### src/design/dnps_pkg.sv
// Day/night pixel shader package: shared constants, register and zone codes,
// transaction and configuration structs.
// No dependencies.
package dnps_pkg;

  localparam int DEF_FRACTION_BITS = 14;
  localparam int DEF_PIXEL_WIDTH   = 32;
  localparam int DUSK_SLOPE        = 1920;
  localparam int LEVEL_BASE        = 64;
  localparam int NIGHT_LEVEL       = 64;
  localparam int PIPE_LATENCY      = 6;
  localparam int CFG_ADDR_W        = 5;
  localparam int CFG_DATA_W        = 32;

  typedef enum logic [2:0] {
    REG_SUN_X          = 3'd0,
    REG_SUN_Y          = 3'd1,
    REG_SUN_Z          = 3'd2,
    REG_CHANNEL_SHIFTS = 3'd3,
    REG_CHANNEL_WIDTHS = 3'd4
  } reg_index_t;

  typedef enum logic [1:0] {
    ZONE_NIGHT = 2'd0,
    ZONE_DUSK  = 2'd1,
    ZONE_DAY   = 2'd2
  } zone_t;

  typedef struct packed {
    logic        [31:0] source_pixel;
    logic signed [15:0] column_sine;
    logic signed [15:0] column_cosine;
    logic signed [15:0] row_sine;
    logic signed [15:0] row_cosine;
  } in_item_t;

  typedef struct packed {
    logic [1:0]  zone;
    logic [31:0] raw_pixel;
    logic [7:0]  red;
    logic [7:0]  green;
    logic [7:0]  blue;
  } out_item_t;

  typedef struct packed {
    logic signed [15:0] sun_x;
    logic signed [15:0] sun_y;
    logic signed [15:0] sun_z;
    logic        [14:0] channel_shifts;
    logic        [11:0] channel_widths;
  } cfg_t;

  typedef struct packed {
    logic  valid;
    zone_t zone;
  } stage_ctrl_t;

  localparam cfg_t CFG_RESET = '{
    sun_x:          16'sd0,
    sun_y:          16'sd16384,
    sun_z:          16'sd0,
    channel_shifts: 15'd10272,
    channel_widths: 12'd2184
  };

endpackage

### src/design/dnps_shade.sv
// Day/night pixel shader shading stages: channel unpack, intensity level,
// per-channel scaling and the result register.
// Depends on dnps_pkg.
module dnps_shade #(
  parameter int FRACTION_BITS = dnps_pkg::DEF_FRACTION_BITS,
  parameter int PIXEL_WIDTH   = dnps_pkg::DEF_PIXEL_WIDTH
) (
  input  logic                       clk,
  input  logic                       rst_n,
  input  dnps_pkg::stage_ctrl_t      in_ctrl,
  input  logic [PIXEL_WIDTH-1:0]     in_pixel,
  input  logic [FRACTION_BITS-1:0]   in_dusk,
  input  dnps_pkg::cfg_t             cfg,
  output logic                       out_valid,
  output dnps_pkg::out_item_t        out_item
);
  import dnps_pkg::*;

  localparam int RAMP_W = FRACTION_BITS + 11;

  function automatic logic [7:0] channel_byte(input logic [PIXEL_WIDTH-1:0] pixel,
                                              input logic [4:0] pos,
                                              input logic [3:0] width);
    logic [PIXEL_WIDTH-1:0] shifted;
    logic [3:0]             w;
    logic [7:0]             mask;
    begin
      w       = (width > 4'd8) ? 4'd8 : width;
      shifted = pixel >> pos;
      mask    = 8'hFF >> (4'd8 - w);
      return (shifted[7:0] & mask) << (4'd8 - w);
    end
  endfunction

  logic [RAMP_W-1:0]      ramp;
  logic [7:0]             k_nxt;
  logic [7:0]             ch_nxt [3];

  stage_ctrl_t            s5_ctrl_r;
  logic [PIXEL_WIDTH-1:0] s5_pixel_r;
  logic [7:0]             s5_k_r;
  logic [7:0]             s5_ch_r [3];

  logic [15:0]            prod [3];
  logic [7:0]             byte_nxt [3];
  logic                   valid_r;
  out_item_t              item_r;
  out_item_t              item_nxt;

  assign ramp = RAMP_W'(in_dusk) * RAMP_W'(DUSK_SLOPE);

  always_comb begin
    priority if (in_ctrl.zone == ZONE_NIGHT) begin
      k_nxt = 8'(NIGHT_LEVEL);
    end else begin
      k_nxt = 8'(ramp >> FRACTION_BITS) + 8'(LEVEL_BASE);
    end
    for (int i = 0; i < 3; i++) begin
      ch_nxt[i] = channel_byte(in_pixel, cfg.channel_shifts[5*i +: 5],
                               cfg.channel_widths[4*i +: 4]);
    end
  end

  always_comb begin
    for (int i = 0; i < 3; i++) begin
      prod[i]     = 16'(s5_ch_r[i]) * 16'(s5_k_r);
      byte_nxt[i] = (s5_ctrl_r.zone == ZONE_DAY) ? 8'd0 : prod[i][15:8];
    end
    item_nxt.zone      = s5_ctrl_r.zone;
    item_nxt.raw_pixel = 32'(s5_pixel_r);
    item_nxt.red       = byte_nxt[0];
    item_nxt.green     = byte_nxt[1];
    item_nxt.blue      = byte_nxt[2];
  end

  always_ff @(posedge clk) begin
    if (!rst_n) begin
      s5_ctrl_r <= '{valid: 1'b0, zone: ZONE_NIGHT};
      valid_r   <= 1'b0;
    end else begin
      s5_ctrl_r <= in_ctrl;
      valid_r   <= s5_ctrl_r.valid;
    end
  end

  always_ff @(posedge clk) begin
    s5_pixel_r <= in_pixel;
    s5_k_r     <= k_nxt;
    s5_ch_r    <= ch_nxt;
    item_r     <= item_nxt;
  end

  assign out_valid = valid_r;
  assign out_item  = item_r;

endmodule

### config.mk
export PLATFORM = sky130hd
export DESIGN_NAME = dnps_shade
export DESIGN_NICKNAME = d
export VERILOG_FILES = /design/src/design/dnps_pkg.sv /design/src/design/dnps_shade.sv
export SDC_FILE = /design/constraint.sdc
export NUM_CORES = 1
export LEC_CHECK = 0
export BUFFER_PORTS_ARGS = -buffer_cell sky130_fd_sc_hd__buf_2
export CAP_MARGIN = 20
export CELL_PAD_IN_SITES_DETAIL_PLACEMENT = 0
export CELL_PAD_IN_SITES_GLOBAL_PLACEMENT = 2
export CORE_UTILIZATION = 35
export DETAILED_ROUTE_END_ITERATION = 12
export PLACE_DENSITY = 0.81
export SYNTH_ARGS = -nofsm -noshare
export SYNTH_HDL_FRONTEND = slang
export SYNTH_SLANG_ARGS = --single-unit
### constraint.sdc
create_clock -name clk -period 4.1 [get_ports clk]
set_input_delay 0.615 -clock clk [delete_from_list [all_inputs] [get_ports clk]]
set_output_delay 0.615 -clock clk [all_outputs]
set_load 0.02 [all_outputs]
==> results.yml <==
synth:
  syn_avg_cell_area_sq_um: 10.0
  synth_cells: 1531
  async_reset_ff_share_pct: 0
  syn_nets: 1906
  synth_compound_area_share_pct: 10.8
  synth_top_family_by_area: "adder cells"
  synthSimpleGateAreaFrac_pct: 15.9
  yosysTopAreaCell: "fa_1"
  ys_seq_area_share_pct: 16.4
  yosys.area.top_type_share_pct: 16.6
  yosys.cell_count.top_type: "inv_1"
  synth-adder-area-share_pct: 26.5
  yosys_warnings: 0
  syn-cell-area_sq_um: 15300
  synthTopCellsByCount: "inv_1, and2_1, fa_1, dfxtp_1, ha_1"
  synthDistinctLibCells: 87
  synth-edff-count: 0
  synth_xor_xnor_area_share_pct: 1.54
  ys_top_cells_by_area: "fa_1, dfxtp_1, mux4_2"
  ys_ff_latch: 126
  synthFlopType: "dfxtp_1"
  muxShareOfSynthArea_pct: 21.2
final_layout:
  fin_nets: 2049
  finalNonFillerCells: 2274
  drive_gt1_share_pct: 27.3
  area_growth_pct: 17.1
  final_area_sq_um: 18000
power:
  combPwrFrac_pct: 68.2
  intPower_w: 0.00561
  netSwitchingPower_w: 0.00432
  pwr-share-clk_pct: 15.1
  switching_share_pct: 43.5
  p_seq_share_pct: 16.7
  power.density_nw_per_um2: 552
  power.total_w: 0.00992
  power_leakage_nw: 7.99
  ir_drop_mv: 0.416
timing:
  setup-violations-final: 7
  hold_ws_ns: 0.323
  finalMaxSlewViolations: 0
  fin_skew_ns: 0.0178
  finalCritPeriodShare_pct: 103
  fmax_mhz: 237
  setup_slack_ns: -0.125
  final-hold-violation-count: 0
  rsz0062_at_grt: "yes"
  layout_min_cycle_time_ns: 4.23
  tightest_slew_ns: 0.828
  relSlewSlack_pct: 44.8
placed_design:
  portBuffers: 136
  dp_worst_setup_slack_ns: -0.446
  place_congestion: 0.846
  dp.cells: 2230
  hpwlAfterDp_mm: 30.6
  placed_area_sq_um: 17000
detailed_routing:
  drt-wirelength-per-cell_um: 18.6
  drt_iter0_markers: 909
  viasPerCell: 5.44
  antenna_left: 0
  wl_mm: 42.2
  vias: 12400
  dr.pass1.iters: 5
  drc: 0
clocking:
  cts_tree: "yes"
  cts_buffer_depth: 2
  cts_num_sinks: 126
  path_clk_slew_ns: 0.07
  root_buffer: "clkbuf_16"
  cts_buffers: 17
  hold_buffers: 0
  clock_latency_ns: 0.47
  h-tree-depth: 4
grt:
  grt_use_total_pct: 19.6
  overflow: 0
  grt_max_degree: 34
  grt_pass1_wl_mm: 68.0
  grt_pass1_vias: 12600
  antenna_found_initial: 2
floorplan:
  die_height_um: 211
  row_count: 76
  die_x_um: 211
  core-area_sq_um: 43200
  dieArea_sq_um: 44700
  initial_core_util_pct: 35.5
  ioPinCount: 185
setup_path:
  crit_path_end_kind: "register"
  crit_path_start_kind: "register"
  worstSetupPathType: "register to register"
  crit_required_ns: 4.44
  cp_max_fo: 5
  arrival_ns: 4.56
status:
  outcome: "finished, violations left"
  violations: "negative setup slack"
hold_path:
  hold_class: "register to register"
job:
  maxCapViolCount: 0
per-layer routing:
| layer | GRT usage [%] | part of all wire (%) | up-vias | wire [um] |
|---|---|---|---|---|
| met5 | 0 | 0 | - | 0 |
| met4 | 6.37 | 2.0 | 0 | 824 |
| met3 | 4.42 | 7.2 | 63 | 3050 |
| met2 | 32.2 | 48 | 474 | 20100 |
| met1 | 25.4 | 43 | 6088 | 18200 |
| li1 | - | - | 5741 | - |
through the flow:
| step | setup TNS [ns] | util, % |
|---|---|---|
| finish | -0.425 | 41.6 |
| global route | -2.44 | 41.6 |
| CTS | -0.888 | 41.2 |
| detailed placement | -4.92 | 39.4 |
| global placement | -3.92 | 39.4 |
| floorplan | -0.0134 | - |
layout by cell type, fill, tap and decap left out, types with 11 or more instances in the layout:
cell type,count
inv_1,148
and2_1,145
buf_2,136
fa_1,123
dfxtp_1,117
ha_1,115
mux4_2,98
nand2_1,85
buf_4,83
nor2_1,61
mux2i_1,50
a21oi_1,42
nor3_1,37
o21ai_0,27
nand3_1,23
nor2b_1,22
nand2b_1,18
mux4_1,17
clkbuf_16,17
o22ai_1,16
xnor2_1,15
a211oi_1,14
buf_6,13
o211ai_1,12
xor2_1,11
critical path, stage by stage, from the launching register on:
cell and delay [ns]:
dfxtp_4 0.38, buf_6 0.13, and2_4 0.13, fa_1 0.51
inv_2 0.05, fa_1 0.49, inv_1 0.05, fa_1 0.45
fa_1 0.54, ha_4 0.22, and3_4 0.16, a21oi_2 0.11
o211a_1 0.20, nor3b_2 0.07, o311ai_2 0.34, nor3b_2 0.22
nor3_1 0.06
state kept, by name, indices dropped and copies added, names as in the netlist:
signal	count
out_valid	1
s5_k_r	8
s5_ch_r	24
s5_ctrl_r	1
item_nxt	2
out_item	58
s5_pixel_r	32
repair_timing:
| item | in CTS | in global routing |
|---|---|---|
| pin swaps | 34 | 33 |
| setup buffers | 8 | 4 |
| setup endpoints to repair | 21 | 21 |
| resized for setup | 38 | 42 |
final timing paths:
kind | startpoint | endpoint | slack [ns] | depth (start not counted)
worst min-delay path | s5_pixel_r[7] | out_item[31] | 0.32 | 0
worst max register to register | s5_k_r[2] | out_item[14] | -0.13 | 16
worst min register to register | s5_pixel_r[7] | out_item[31] | 0.32 | 0
worst max-delay path | s5_k_r[2] | out_item[14] | -0.13 | 16
cells by family (layout without fill, tap and decap cells):
| family | Yosys count | after routing |
|---|---|---|
| XOR/XNOR | 27 | 27 |
| AO/OA/AOI/OAI | 227 | 227 |
| AND/OR/NAND/NOR | 456 | 456 |
| flip-flops | 126 | 126 |
| other | 0 | 2 |
| buffers and inverters | 273 | 429 |
| adder cells (fa/ha/maj) | 249 | 249 |
| multiplexers | 173 | 173 |
power groups by stage:
stage	clock network, W	registers (W)	logic [W]
after floorplan	0	0.00176	0.00403
after global placement	0	0.00167	0.00603
after detailed placement	0	0.00167	0.00612
after CTS	0.00158	0.00165	0.00649
after global routing	0.00161	0.00167	0.00768
final	0.00150	0.00165	0.00677
final cells by class:
| cell class | instances | area, sq um |
|---|---|---|
| tap | 585 | 732 |
| clock buffer | 17 | 425 |
| fill | 4235 | 25200 |
| antenna | 2 | 5.00 |
| inverter | 161 | 604 |
| clock inverter | 15 | 170 |
| sequential | 126 | 2540 |
| timing repair buffer | 236 | 1530 |
| multi-input combinational | 1132 | 12000 |
(Power assumes the default switching activity.)
