$ cat src/design/dnps_pkg.sv
// Day/night pixel shader package: shared constants, register and zone codes,
// transaction and configuration structs.
// No dependencies.
package dnps_pkg;

  localparam int DEF_FRACTION_BITS = 14;
  localparam int DEF_PIXEL_WIDTH   = 32;
  localparam int DUSK_SLOPE        = 1920;
  localparam int LEVEL_BASE        = 64;
  localparam int NIGHT_LEVEL       = 64;
  localparam int PIPE_LATENCY      = 6;
  localparam int CFG_ADDR_W        = 5;
  localparam int CFG_DATA_W        = 32;

  typedef enum logic [2:0] {
    REG_SUN_X          = 3'd0,
    REG_SUN_Y          = 3'd1,
    REG_SUN_Z          = 3'd2,
    REG_CHANNEL_SHIFTS = 3'd3,
    REG_CHANNEL_WIDTHS = 3'd4
  } reg_index_t;

  typedef enum logic [1:0] {
    ZONE_NIGHT = 2'd0,
    ZONE_DUSK  = 2'd1,
    ZONE_DAY   = 2'd2
  } zone_t;

  typedef struct packed {
    logic        [31:0] source_pixel;
    logic signed [15:0] column_sine;
    logic signed [15:0] column_cosine;
    logic signed [15:0] row_sine;
    logic signed [15:0] row_cosine;
  } in_item_t;

  typedef struct packed {
    logic [1:0]  zone;
    logic [31:0] raw_pixel;
    logic [7:0]  red;
    logic [7:0]  green;
    logic [7:0]  blue;
  } out_item_t;

  typedef struct packed {
    logic signed [15:0] sun_x;
    logic signed [15:0] sun_y;
    logic signed [15:0] sun_z;
    logic        [14:0] channel_shifts;
    logic        [11:0] channel_widths;
  } cfg_t;

  typedef struct packed {
    logic  valid;
    zone_t zone;
  } stage_ctrl_t;

  localparam cfg_t CFG_RESET = '{
    sun_x:          16'sd0,
    sun_y:          16'sd16384,
    sun_z:          16'sd0,
    channel_shifts: 15'd10272,
    channel_widths: 12'd2184
  };

endpackage

$ cat src/design/dnps_cfg_regs.sv
// Day/night pixel shader configuration registers behind an APB-style port.
// Depends on dnps_pkg.
module dnps_cfg_regs (
  input  logic                            clk,
  input  logic                            rst_n,
  input  logic                            psel,
  input  logic                            penable,
  input  logic                            pwrite,
  input  logic [dnps_pkg::CFG_ADDR_W-1:0] paddr,
  input  logic [dnps_pkg::CFG_DATA_W-1:0] pwdata,
  output logic [dnps_pkg::CFG_DATA_W-1:0] prdata,
  output logic                            pready,
  output dnps_pkg::cfg_t                  cfg
);
  import dnps_pkg::*;

  cfg_t       cfg_r;
  cfg_t       cfg_nxt;
  reg_index_t idx;
  logic       wr_en;

  assign idx    = reg_index_t'(paddr[CFG_ADDR_W-1:2]);
  assign wr_en  = psel && penable && pwrite && pready;
  assign pready = 1'b1;
  assign cfg    = cfg_r;

  always_comb begin
    cfg_nxt = cfg_r;
    if (wr_en) begin
      unique case (idx)
        REG_SUN_X:          cfg_nxt.sun_x          = pwdata[15:0];
        REG_SUN_Y:          cfg_nxt.sun_y          = pwdata[15:0];
        REG_SUN_Z:          cfg_nxt.sun_z          = pwdata[15:0];
        REG_CHANNEL_SHIFTS: cfg_nxt.channel_shifts = pwdata[14:0];
        REG_CHANNEL_WIDTHS: cfg_nxt.channel_widths = pwdata[11:0];
        default:            cfg_nxt                = cfg_r;
      endcase
    end
  end

  always_comb begin
    unique case (idx)
      REG_SUN_X:          prdata = {16'b0, cfg_r.sun_x};
      REG_SUN_Y:          prdata = {16'b0, cfg_r.sun_y};
      REG_SUN_Z:          prdata = {16'b0, cfg_r.sun_z};
      REG_CHANNEL_SHIFTS: prdata = {17'b0, cfg_r.channel_shifts};
      REG_CHANNEL_WIDTHS: prdata = {20'b0, cfg_r.channel_widths};
      default:            prdata = '0;
    endcase
  end

  always_ff @(posedge clk) begin
    if (!rst_n) begin
      cfg_r <= CFG_RESET;
    end else begin
      cfg_r <= cfg_nxt;
    end
  end

endmodule

$ cat config.mk
export PLATFORM = sky130hd
export DESIGN_NAME = dnps_cfg_regs
export DESIGN_NICKNAME = d
export VERILOG_FILES = /design/src/design/dnps_pkg.sv /design/src/design/dnps_cfg_regs.sv
export SDC_FILE = /design/constraint.sdc
export NUM_CORES = 1
export LEC_CHECK = 0
export BUFFER_PORTS_ARGS = -buffer_cell sky130_fd_sc_hd__buf_2
export CORE_UTILIZATION = 50
export CTS_BUF_LIST = sky130_fd_sc_hd__clkbuf_8
export DETAILED_ROUTE_END_ITERATION = 10
export PLACE_DENSITY = 0.83
export SYNTH_ARGS = -nofsm -noshare
export SYNTH_HDL_FRONTEND = slang
export SYNTH_SLANG_ARGS = --single-unit
$ cat constraint.sdc
create_clock -name clk -period 1.3 [get_ports clk]
set_input_delay 0.13 -clock clk [delete_from_list [all_inputs] [get_ports clk]]
set_output_delay 0.13 -clock clk [all_outputs]
set_load 0.005 [all_outputs]
==> flow_results.xml <==
<?xml version="1.0" encoding="UTF-8"?>
<metrics>
  <group name="power">
    <metric name="pwr-share-seq" unit="">0.486</metric>
    <metric name="internal_power" unit="mW">3.68</metric>
    <metric name="power.static_leakage" unit="nW">2.44</metric>
    <metric name="power.total" unit="mW">4.79</metric>
    <metric name="power_switching_share" unit="">0.231</metric>
    <metric name="power_per_cell_area" unit="nW/um^2">985</metric>
    <metric name="clock_power_share" unit="">0.425</metric>
    <metric name="switchingPower" unit="mW">1.11</metric>
    <metric name="logic_gate_share_of_total_power" unit="">0.088</metric>
    <metric name="max-vdd-ir-drop" unit="mV">0.593</metric>
  </group>
  <group name="yosys">
    <metric name="synth_seq_cells" unit="">75</metric>
    <metric name="ys_types" unit="">38</metric>
    <metric name="synth-async-reset-ratio" unit="">0</metric>
    <metric name="synth.yosys.warnings" unit="">0</metric>
    <metric name="mean_area_per_synthesized_cell" unit="sq um">9.90</metric>
    <metric name="synth_enable_flop_cells" unit="">0</metric>
    <metric name="synth_cells" unit="">367</metric>
    <metric name="mappedNetlistArea" unit="sq um">3630</metric>
    <metric name="ys_seq_area_frac" unit="">0.413</metric>
    <metric name="synth-main-ff-cell" unit="">dfxtp_1</metric>
  </group>
  <group name="placed_design">
    <metric name="gp_routability_congestion" unit="">0.751</metric>
    <metric name="total_half_perimeter_wirelength_after_legalization_and_detailed_placement" unit="mm">6.54</metric>
    <metric name="io_buffers" unit="">114</metric>
    <metric name="dp.cells" unit="">572</metric>
  </group>
  <group name="timing">
    <metric name="fin_setup_tns" unit="ns">-0.944</metric>
    <metric name="fmaxAchievable" unit="GHz">0.665</metric>
    <metric name="final.setup_skew" unit="ns">0</metric>
    <metric name="report.final.hold_viol_count" unit="">0</metric>
    <metric name="setup_viol" unit="">11</metric>
    <metric name="final_critical_path_setup_slack" unit="ns">-0.204</metric>
    <metric name="period_minus_slack" unit="ns">1.50</metric>
    <metric name="timing.final.max_slew_violations" unit="">0</metric>
    <metric name="rsz_0062_raised_after_global_routing" unit="">yes</metric>
    <metric name="final_min_period_over_clock_period" unit="">1.16</metric>
  </group>
  <group name="finish">
    <metric name="layout-area-overhead-vs-synth" unit="%">33.6</metric>
    <metric name="antenna-diode-count" unit="">0</metric>
    <metric name="largest_reg_flops" unit="">75</metric>
    <metric name="stdcell_count" unit="">621</metric>
    <metric name="num-fill-cells" unit="">546</metric>
    <metric name="layout-drive-gt1-share" unit="">0.478</metric>
    <metric name="nNetsFinal" unit="">562</metric>
  </group>
  <group name="clocking">
    <metric name="cts_hold_repair.buffers" unit="">0</metric>
    <metric name="clock-root-buffer" unit="">clkbuf_8</metric>
    <metric name="clock_latency" unit="ns">0.34</metric>
    <metric name="cts_num_sinks" unit="">75</metric>
    <metric name="ctsHtreeMaxLevel" unit="">3</metric>
    <metric name="cts.clk_slew.worst_paths" unit="ns">0.07</metric>
    <metric name="tritoncts_clock_tree" unit="">done</metric>
    <metric name="tritoncts.num_buffers" unit="">9</metric>
    <metric name="clk_path_buf_depth" unit="">2</metric>
  </group>
  <group name="flow_run">
    <metric name="maxCapViolations" unit="">0</metric>
  </group>
  <group name="detailed_routing">
    <metric name="sum_of_routed_wire_length_over_all_layers" unit="mm">9.62</metric>
    <metric name="viasPerCell" unit="">5.19</metric>
    <metric name="drt_drc_violations_left" unit="">0</metric>
    <metric name="detail_route.wl_per_cell" unit="um">15.5</metric>
    <metric name="routed-via-count" unit="">3222</metric>
    <metric name="ant_nets" unit="">0</metric>
    <metric name="drtIter0Drc" unit="">122</metric>
    <metric name="drtPass1Iterations" unit="">4</metric>
  </group>
  <group name="critical_path">
    <metric name="req_time_crit_path" unit="ns">1.17</metric>
    <metric name="worst_ep_arrival_time" unit="ns">1.37</metric>
    <metric name="worst-setup-path-type" unit="">flip-flop to output port</metric>
    <metric name="worst_setup_path_end_kind" unit="">output port</metric>
    <metric name="worstPathMaxFanout" unit="">2</metric>
    <metric name="crit_path_start_kind" unit="">flip-flop</metric>
  </group>
  <group name="grt">
    <metric name="number_of_global_route_vias_before_repair" unit="">3162</metric>
    <metric name="grtUsageTotal" unit="">0.262</metric>
    <metric name="leftover_overflow_at_the_end_of_global_routing" unit="">0</metric>
    <metric name="pin_count_of_the_biggest_net_entering_global_routing" unit="">50</metric>
    <metric name="grt_antenna_before_repair" unit="">0</metric>
    <metric name="grt_pass1_wl" unit="mm">15.2</metric>
  </group>
  <group name="run_status">
    <metric name="result_of_the_run" unit="">finished with violations</metric>
    <metric name="violations" unit="">negative setup slack</metric>
  </group>
  <group name="floorplanning">
    <metric name="core_box_area" unit="sq um">6910</metric>
    <metric name="num_io_pins" unit="">150</metric>
    <metric name="chipWidth" unit="um">87.2</metric>
    <metric name="core.rowCount" unit="">30</metric>
    <metric name="initial_utilization" unit="">0.526</metric>
    <metric name="fp.dieArea" unit="sq um">7610</metric>
    <metric name="die_height" unit="um">87.2</metric>
  </group>
  <group name="hold_path">
    <metric name="min_path_type" unit="">input port to flip-flop</metric>
  </group>
</metrics>
worst max-delay path: stages, from the launching register on:
cell and delay, ns:
dfxtp_2 0.33, mux4_2 0.45, nor2b_1 0.14, buf_2 0.12
cells by family (layout without fill, tap and decap cells):
group                  Yosys count  count (layout)  synth area share
AND/OR/NAND/NOR                110             110             0.145
buffers and inverters           49             192            0.0968
multiplexers                    97              97             0.278
other                            2              17           0.00207
flip-flops                      75              75             0.413
AO/OA/AOI/OAI                   34              34            0.0651
what timing repair did:
item                                    4_1_cts  5_1_grt
pin swaps                                     9        4
gates resized for setup                      42       11
endpoints found under the setup margin       15       16
gates cloned                                  0        0
buffers inserted                             30        3
worst paths after layout:
check | from | end | slack, ns | cells after the start
setup / recovery | cfg[25]$_SDFFE_PN1P_ | prdata[13] | -0.20 | 3
hold / removal | pwdata[11] | cfg[11]$_SDFFE_PN1P_ | 0.08 | 3
setup reg to reg | cfg[17]$_SDFFE_PN1P_ | cfg[17]$_SDFFE_PN1P_ | 0.48 | 3
hold reg to reg | cfg[36]$_SDFFE_PN0P_ | cfg[36]$_SDFFE_PN0P_ | 0.46 | 2
cells in the mapped netlist (all sizes together) (2+ instances only):
master / instances / area share
a21o: 9 / 0.019
a2bb2oi: 2 / 0.0048
and2: 2 / 0.0034
buf: 32 / 0.079
clkbuf: 12 / 0.013
conb: 2 / 0.0021
dfxtp: 75 / 0.41
inv: 5 / 0.0052
mux2i: 93 / 0.26
mux4: 3 / 0.019
nand2: 86 / 0.092
nand3: 3 / 0.0041
nor2: 3 / 0.0072
nor2b: 8 / 0.014
nor3b: 2 / 0.0069
o211ai: 3 / 0.0062
o21ai: 4 / 0.0055
o22ai: 10 / 0.017
o311ai: 2 / 0.0048
final cells by class:
cell class,count,area [sq um],share of cell area
Multi-Input combinational cell,258,1850,0.381
Timing Repair Buffer,171,1070,0.221
Clock buffer,11,151,0.0312
Clock inverter,5,76.3,0.0157
Inverter,5,18.8,0.00386
Sequential cell,75,1560,0.322
Tap cell,96,120,0.0247
metal layers:
layer / wire length (um) / GRT usage
met1: 4160 / 0.320
met2: 4680 / 0.446
met3: 540 / 0.0474
met4: 238 / 0.124
met5: 0 / 0
cell usage in the layout (no fill, tap or decap), drive strengths merged, types with 2 or more instances in the layout:
cell | netlist | routed
a21o | 9 | 9
a2bb2oi | 2 | 2
and2 | 2 | 2
buf | 32 | 171
bufinv | 0 | 2
clkbuf | 12 | 11
conb | 2 | 17
dfxtp | 75 | 75
inv | 5 | 6
mux2i | 93 | 93
mux4 | 3 | 3
nand2 | 86 | 86
nand3 | 3 | 3
nor2 | 3 | 3
nor2b | 8 | 8
nor3b | 2 | 2
o211ai | 3 | 3
o21ai | 4 | 4
o22ai | 10 | 10
o311ai | 2 | 2
stage by stage:
step                       util  hold slack (ns)  worst slack, ns  area, sq um
after detailed placement  0.624            0.431          -0.0408         4310
after floorplan               -            0.292            0.144         3690
after CTS                 0.697           0.0749           -0.216         4820
after global placement    0.624            0.390         -0.00909         4310
final                     0.703           0.0811           -0.204         4860
after global routing      0.703           0.0877           -0.256         4860
power groups by stage:
stage / Combinational, mW / Sequential [mW] / Clock (mW)
after floorplan: 0.271 / 2.38 / 0
after global placement: 0.388 / 2.38 / 0
after detailed placement: 0.396 / 2.38 / 0
after CTS: 0.420 / 2.33 / 2.06
after global routing: 0.463 / 2.33 / 2.16
final: 0.423 / 2.33 / 2.04
Power figures use the tool's default switching activity.
